File: src/rtl/linear_probe_hash_insert_unit_assert.svh
// ----------------------------------------------------------------------------
// linear_probe_hash_insert_unit_assert.svh
// Assertion macros for the linear probing hash insert unit
// ----------------------------------------------------------------------------
`ifndef LINEAR_PROBE_HASH_INSERT_UNIT_ASSERT_SVH
`define LINEAR_PROBE_HASH_INSERT_UNIT_ASSERT_SVH

// same-cycle implication, checked outside reset
`define LPHI_ASSERT_IMP(lbl, ant, cons, msg) \
  lbl: assert property (@(posedge clk_i) disable iff (!rst_ni) (ant) |-> (cons)) \
    else $error(msg);

// next-cycle implication, checked outside reset
`define LPHI_ASSERT_NXT(lbl, ant, cons, msg) \
  lbl: assert property (@(posedge clk_i) disable iff (!rst_ni) (ant) |=> (cons)) \
    else $error(msg);

`endif

File: src/rtl/lphi_pkg.sv
// ----------------------------------------------------------------------------
// lphi_pkg
// Shared constants and controller/datapath interface types
// ----------------------------------------------------------------------------
package lphi_pkg;

  // parameter defaults
  localparam int unsigned TABLE_DEPTH_DEF = 128;
  localparam int unsigned KEY_WIDTH_DEF   = 32;

  // fixed field widths
  localparam int unsigned SIZE_W      = 8;
  localparam int unsigned SLOT_PORT_W = 7;

  // table size after reset
  localparam logic [SIZE_W-1:0] TABLE_SIZE_RST = 8'd128;

  // item modes
  localparam logic MODE_INSERT = 1'b0;
  localparam logic MODE_READ   = 1'b1;

  // result status codes
  localparam logic STATUS_DONE = 1'b0;
  localparam logic STATUS_FULL = 1'b1;

  // commands from controller to datapath
  typedef struct packed {
    logic load;
    logic mod_step;
    logic probe_init;
    logic probe_step;
    logic ins_write;
    logic full_out;
    logic rd_issue;
    logic rd_out;
    logic clr_step;
  } dp_cmd_t;

  // status from datapath to controller
  typedef struct packed {
    logic mod_last;
    logic probe_free;
    logic probe_full;
    logic clr_last;
  } dp_sts_t;

endpackage

File: src/rtl/lphi_ctrl.sv
// ----------------------------------------------------------------------------
// lphi_ctrl
// Sequencer: clearing pass, key remainder, slot probing and slot reads
// ----------------------------------------------------------------------------
module lphi_ctrl import lphi_pkg::*; (
  input  logic    clk_i,
  input  logic    rst_ni,
  input  logic    start,
  input  logic    mode_i,
  input  dp_sts_t sts_i,
  output dp_cmd_t cmd_o,
  output logic    busy
);

  typedef enum logic [2:0] {
    ST_CLEAR,
    ST_IDLE,
    ST_MOD,
    ST_PINIT,
    ST_PROBE,
    ST_RD_ISSUE,
    ST_RD_DATA
  } state_e;

  state_e state_q, state_d;

  // next state and datapath commands
  always_comb begin
    state_d = state_q;
    cmd_o   = '0;
    case (state_q)
      ST_CLEAR: begin
        cmd_o.clr_step = 1'b1;
        if (sts_i.clr_last) begin
          state_d = ST_IDLE;
        end
      end
      ST_IDLE: begin
        if (start) begin
          cmd_o.load = 1'b1;
          state_d    = (mode_i == MODE_READ) ? ST_RD_ISSUE : ST_MOD;
        end
      end
      ST_MOD: begin
        cmd_o.mod_step = 1'b1;
        if (sts_i.mod_last) begin
          state_d = ST_PINIT;
        end
      end
      ST_PINIT: begin
        cmd_o.probe_init = 1'b1;
        state_d          = ST_PROBE;
      end
      ST_PROBE: begin
        if (sts_i.probe_free) begin
          cmd_o.ins_write = 1'b1;
          state_d         = ST_IDLE;
        end else if (sts_i.probe_full) begin
          cmd_o.full_out = 1'b1;
          state_d        = ST_IDLE;
        end else begin
          cmd_o.probe_step = 1'b1;
        end
      end
      ST_RD_ISSUE: begin
        cmd_o.rd_issue = 1'b1;
        state_d        = ST_RD_DATA;
      end
      ST_RD_DATA: begin
        cmd_o.rd_out = 1'b1;
        state_d      = ST_IDLE;
      end
      default: begin
        state_d = ST_IDLE;
      end
    endcase
  end

  // state register, clearing pass runs first after reset
  always_ff @(posedge clk_i or negedge rst_ni) begin
    if (!rst_ni) begin
      state_q <= ST_CLEAR;
    end else begin
      state_q <= state_d;
    end
  end

  assign busy = (state_q != ST_IDLE);

endmodule

File: config.mk
export PLATFORM = sky130hd
export DESIGN_NAME = lphi_ctrl
export DESIGN_NICKNAME = d
export VERILOG_FILES = /design/src/rtl/linear_probe_hash_insert_unit_assert.svh /design/src/rtl/lphi_pkg.sv /design/src/rtl/lphi_ctrl.sv
export SDC_FILE = /design/constraint.sdc
export NUM_CORES = 1
export LEC_CHECK = 0
export ABC_AREA = 1
export BUFFER_PORTS_ARGS = -buffer_cell sky130_fd_sc_hd__buf_2
export CELL_PAD_IN_SITES_DETAIL_PLACEMENT = 0
export CELL_PAD_IN_SITES_GLOBAL_PLACEMENT = 1
export CORE_MARGIN = 4
export CORE_UTILIZATION = 21
export DETAILED_ROUTE_END_ITERATION = 6
export GPL_ROUTABILITY_DRIVEN = 0
export PLACE_DENSITY = 0.66
export SETUP_SLACK_MARGIN = 0.2
export SYNTH_ARGS = -nofsm -noshare
export SYNTH_HDL_FRONTEND = slang
export SYNTH_SLANG_ARGS = --single-unit
export TNS_END_PERCENT = 20
File: constraint.sdc
create_clock -name clk_i -period 0.9 [get_ports clk_i]
set_input_delay 0.045 -clock clk_i [delete_from_list [all_inputs] [get_ports clk_i]]
set_output_delay 0.045 -clock clk_i [all_outputs]
set_load 0.02 [all_outputs]
==> results.sh <==
export IMPL_nFillCells=148
export IMPL_grt_antenna_before_repair=0
export IMPL_wl_per_cell_um=8.71
export IMPL_cap_viol_max_count=0
export IMPL_grt_pass1_wl_um=1470
export IMPL_slew_headroom=0.868
export IMPL_irDropWorstVdd_mv=1.82
export IMPL_synth_area_per_cell_um2=5.61
export IMPL_required_ps=850
export IMPL_totalWireLength_um=888
export IMPL_synth_cells=52
export IMPL_powerDensity_nw_per_um2=3380
export IMPL_final_min_clock_period_ps=1230
export IMPL_numCtsBuffers=3
export IMPL_tightest_slew_ps=196
export IMPL_via_per_inst=4.14
export IMPL_power_switching_uw=996
export IMPL_insertion_delay_ps=240
export IMPL_clockBufferDepth=2
export IMPL_max_freq_ghz=0.814
export IMPL_yosys_register_bits=3
export IMPL_hold_viol_final=0
export IMPL_violations="negative setup slack"
export IMPL_fin_ws_ps=-329
export IMPL_fp_row_count=13
export IMPL_fin_total_pwr_mw=2.17
export IMPL_coreArea_um2=1300
export IMPL_p_sw_frac=0.459
export IMPL_syn_num_nets=60
export IMPL_yosysTopAreaCell="dfrtp_1"
export IMPL_finalSetupTns_ps=-3550
export IMPL_p_int_mw=1.17
export IMPL_io_buffers=17
export IMPL_multi_input_area_um2=219
export IMPL_die_area_um2=2050
export IMPL_cp_end_kind="output port"
export IMPL_worstRegToRegCells=7
export IMPL_criticalPathCategory="reg2out"
export IMPL_cp_data_arrival_time_ps=1180
export IMPL_grt_max_degree=7
export IMPL_critPathLaunch="state_q[1]$_DFFE_PN0P_"
export IMPL_route_detailed_drc=0
export IMPL_syn_area_um2=292
export IMPL_grt_pass1_vias=377
export IMPL_grt_overflow=0
export IMPL_vias=422
export IMPL_maxSlewViolCount=0
export IMPL_area_growth_pct=120
export IMPL_r2r_setup_slack_ps=-280
export IMPL_synth_area_top_cells="dfrtp_1 (26%), nand2_1 (19%), nor2_1 (12%), inv_1 (10%), nand3_2 (6.9%)"
export IMPL_first_pass_iters=2
export IMPL_cp_endpoint="cmd_o[8]"
export IMPL_yosys_warnings=0
export IMPL_status="finished with violations"
export IMPL_clock_tree_root_cell="clkbuf_4"
export IMPL_power_share_sequential=0.150
export IMPL_min_period_over_period=1.37
export IMPL_final_setup_viol_count=13
export IMPL_h_tree_depth=1
export IMPL_p_leak_nw=0.361
export IMPL_layout_nets=96
export IMPL_hp_class="in2async"
export IMPL_clkPwrFrac=0.109
export IMPL_top_regs="state_q x3"
export IMPL_die_h_um=45.3
export IMPL_reg2reg_from="state_q[1]$_DFFE_PN0P_"
export IMPL_top_register="state_q"
export IMPL_clk_pin_slew_ps=40
export IMPL_cp_start_kind="register"
export IMPL_start_util=0.224
export IMPL_track_usage=0.102
export IMPL_path_max_fanout=4
export IMPL_skew_ps=5.00
export IMPL_antenna_left=0
export IMPL_synth_top_area_share=0.258
export IMPL_antenna_cells=0
export IMPL_cts_tree="built"
export IMPL_r2r_end="state_q[0]$_DFFE_PN0P_"
export IMPL_hpwlAfterDp_um=704
export IMPL_drive_gt1_frac=0.667
export IMPL_rsz0062_at_grt="true"
export IMPL_power_frac_comb=0.741
export IMPL_die_x_um=45.3
export IMPL_dr_first_iter_drc_count=4
export IMPL_synth_cell_types=12
export IMPL_regArea_um2=78.8
export IMPL_largest_reg_flops=3
export IMPL_cts_sinks=3
export IMPL_yosysSeqAreaShare=0.258
export IMPL_ios=18
-- power groups by stage --
stage,combinational [mW],sequential [mW],clock (mW)
finish,1.61,0.325,0.236
floorplan,0.761,0.278,0
global route,1.77,0.336,0.267
global placement,1.15,0.321,0
CTS,1.52,0.299,0.243
detailed placement,1.15,0.326,0
-- worst min-delay path by stage --
stage / startpoint / to / slack (ps)
after floorplan: rst_ni / state_q[0]$_DFFE_PN0P_ / -250
final: rst_ni / state_q[1]$_DFFE_PN0P_ / 140
after global placement: rst_ni / state_q[0]$_DFFE_PN0P_ / -150
after global routing: rst_ni / state_q[2]$_DFFE_PN0P_ / 140
after detailed placement: rst_ni / state_q[2]$_DFFE_PN0P_ / -150
after CTS: rst_ni / state_q[1]$_DFFE_PN0P_ / 140
-- what timing repair did --
item / in CTS / in global routing
pin swaps: 3 / 7
endpoints found under the setup margin: 13 / 13
hold buffers: 1 / 0
buffers inserted: 4 / 1
hold endpoints to repair: 3 / 0
gates resized for setup: 14 / 13
gates cloned: 0 / 0
-- layout by cell type (no fill, tap or decap) --
| master | n |
|---|---|
| nor3_2 | 2 |
| o21ai_0 | 1 |
| buf_12 | 1 |
| dlygate4sd3_1 | 1 |
| nand2_2 | 2 |
| buf_4 | 17 |
| nand2_1 | 13 |
| dfrtp_2 | 3 |
| buf_6 | 5 |
| inv_1 | 6 |
| a21oi_1 | 1 |
| clkbuf_4 | 3 |
| nand3_1 | 3 |
| buf_2 | 8 |
| nand3_2 | 2 |
| clkbuf_1 | 1 |
| nor2_4 | 5 |
| inv_2 | 6 |
| nor2_1 | 3 |
| nor2_2 | 4 |
-- cell families (layout without fill, tap and decap cells) --
logic type,after synthesis,count (layout),share of synthesized area
and+or+nand+nor,34,34,0.528
DFF,3,3,0.258
buffers and inverters,13,48,0.180
AOI/OAI and AO/OA,2,2,0.0343
-- worst max-delay path: stages, from the launching register on --
cell	delay, ps
dfrtp_2	450
nor2_4	140
inv_2	50
nor2_2	80
inv_2	50
nor2_4	70
buf_6	110
-- synthesized netlist by cell type --
cell,instances
inv_1,8
o21ai_0,1
dfrtp_1,3
buf_4,1
nor2_2,3
nor3_1,2
nand2_1,15
inv_2,4
nand3_1,3
nand3_2,2
nor2_1,9
a21oi_1,1
-- stage by stage --
| stage | hold WS (ps) | std cells | instance area [µm²] | util | worst slack, ps |
|---|---|---|---|---|---|
| floorplan | -251 | 52 | 313 | - | -114 |
| global placement | -153 | 92 | 477 | 0.366 | -176 |
| detailed placement | -154 | 92 | 477 | 0.366 | -197 |
| CTS | 138 | 101 | 598 | 0.460 | -384 |
| global route | 143 | 102 | 642 | 0.493 | -429 |
| finish | 136 | 102 | 642 | 0.493 | -329 |
-- area by class of cell --
cell class	count	share of cell area
clock buffers	4	0.0409
inverters	12	0.0702
multi-input cells	36	0.341
flip-flops and latches	3	0.123
well taps	15	0.0292
repair buffers	32	0.396
-- per-layer routing --
layer | track usage | wire, µm
met2 | 0.155 | 447
met1 | 0.122 | 376
met5 | 0 | 0
met4 | 0.0526 | 10
met3 | 0.0398 | 54
Power figures use the tool's default switching activity.
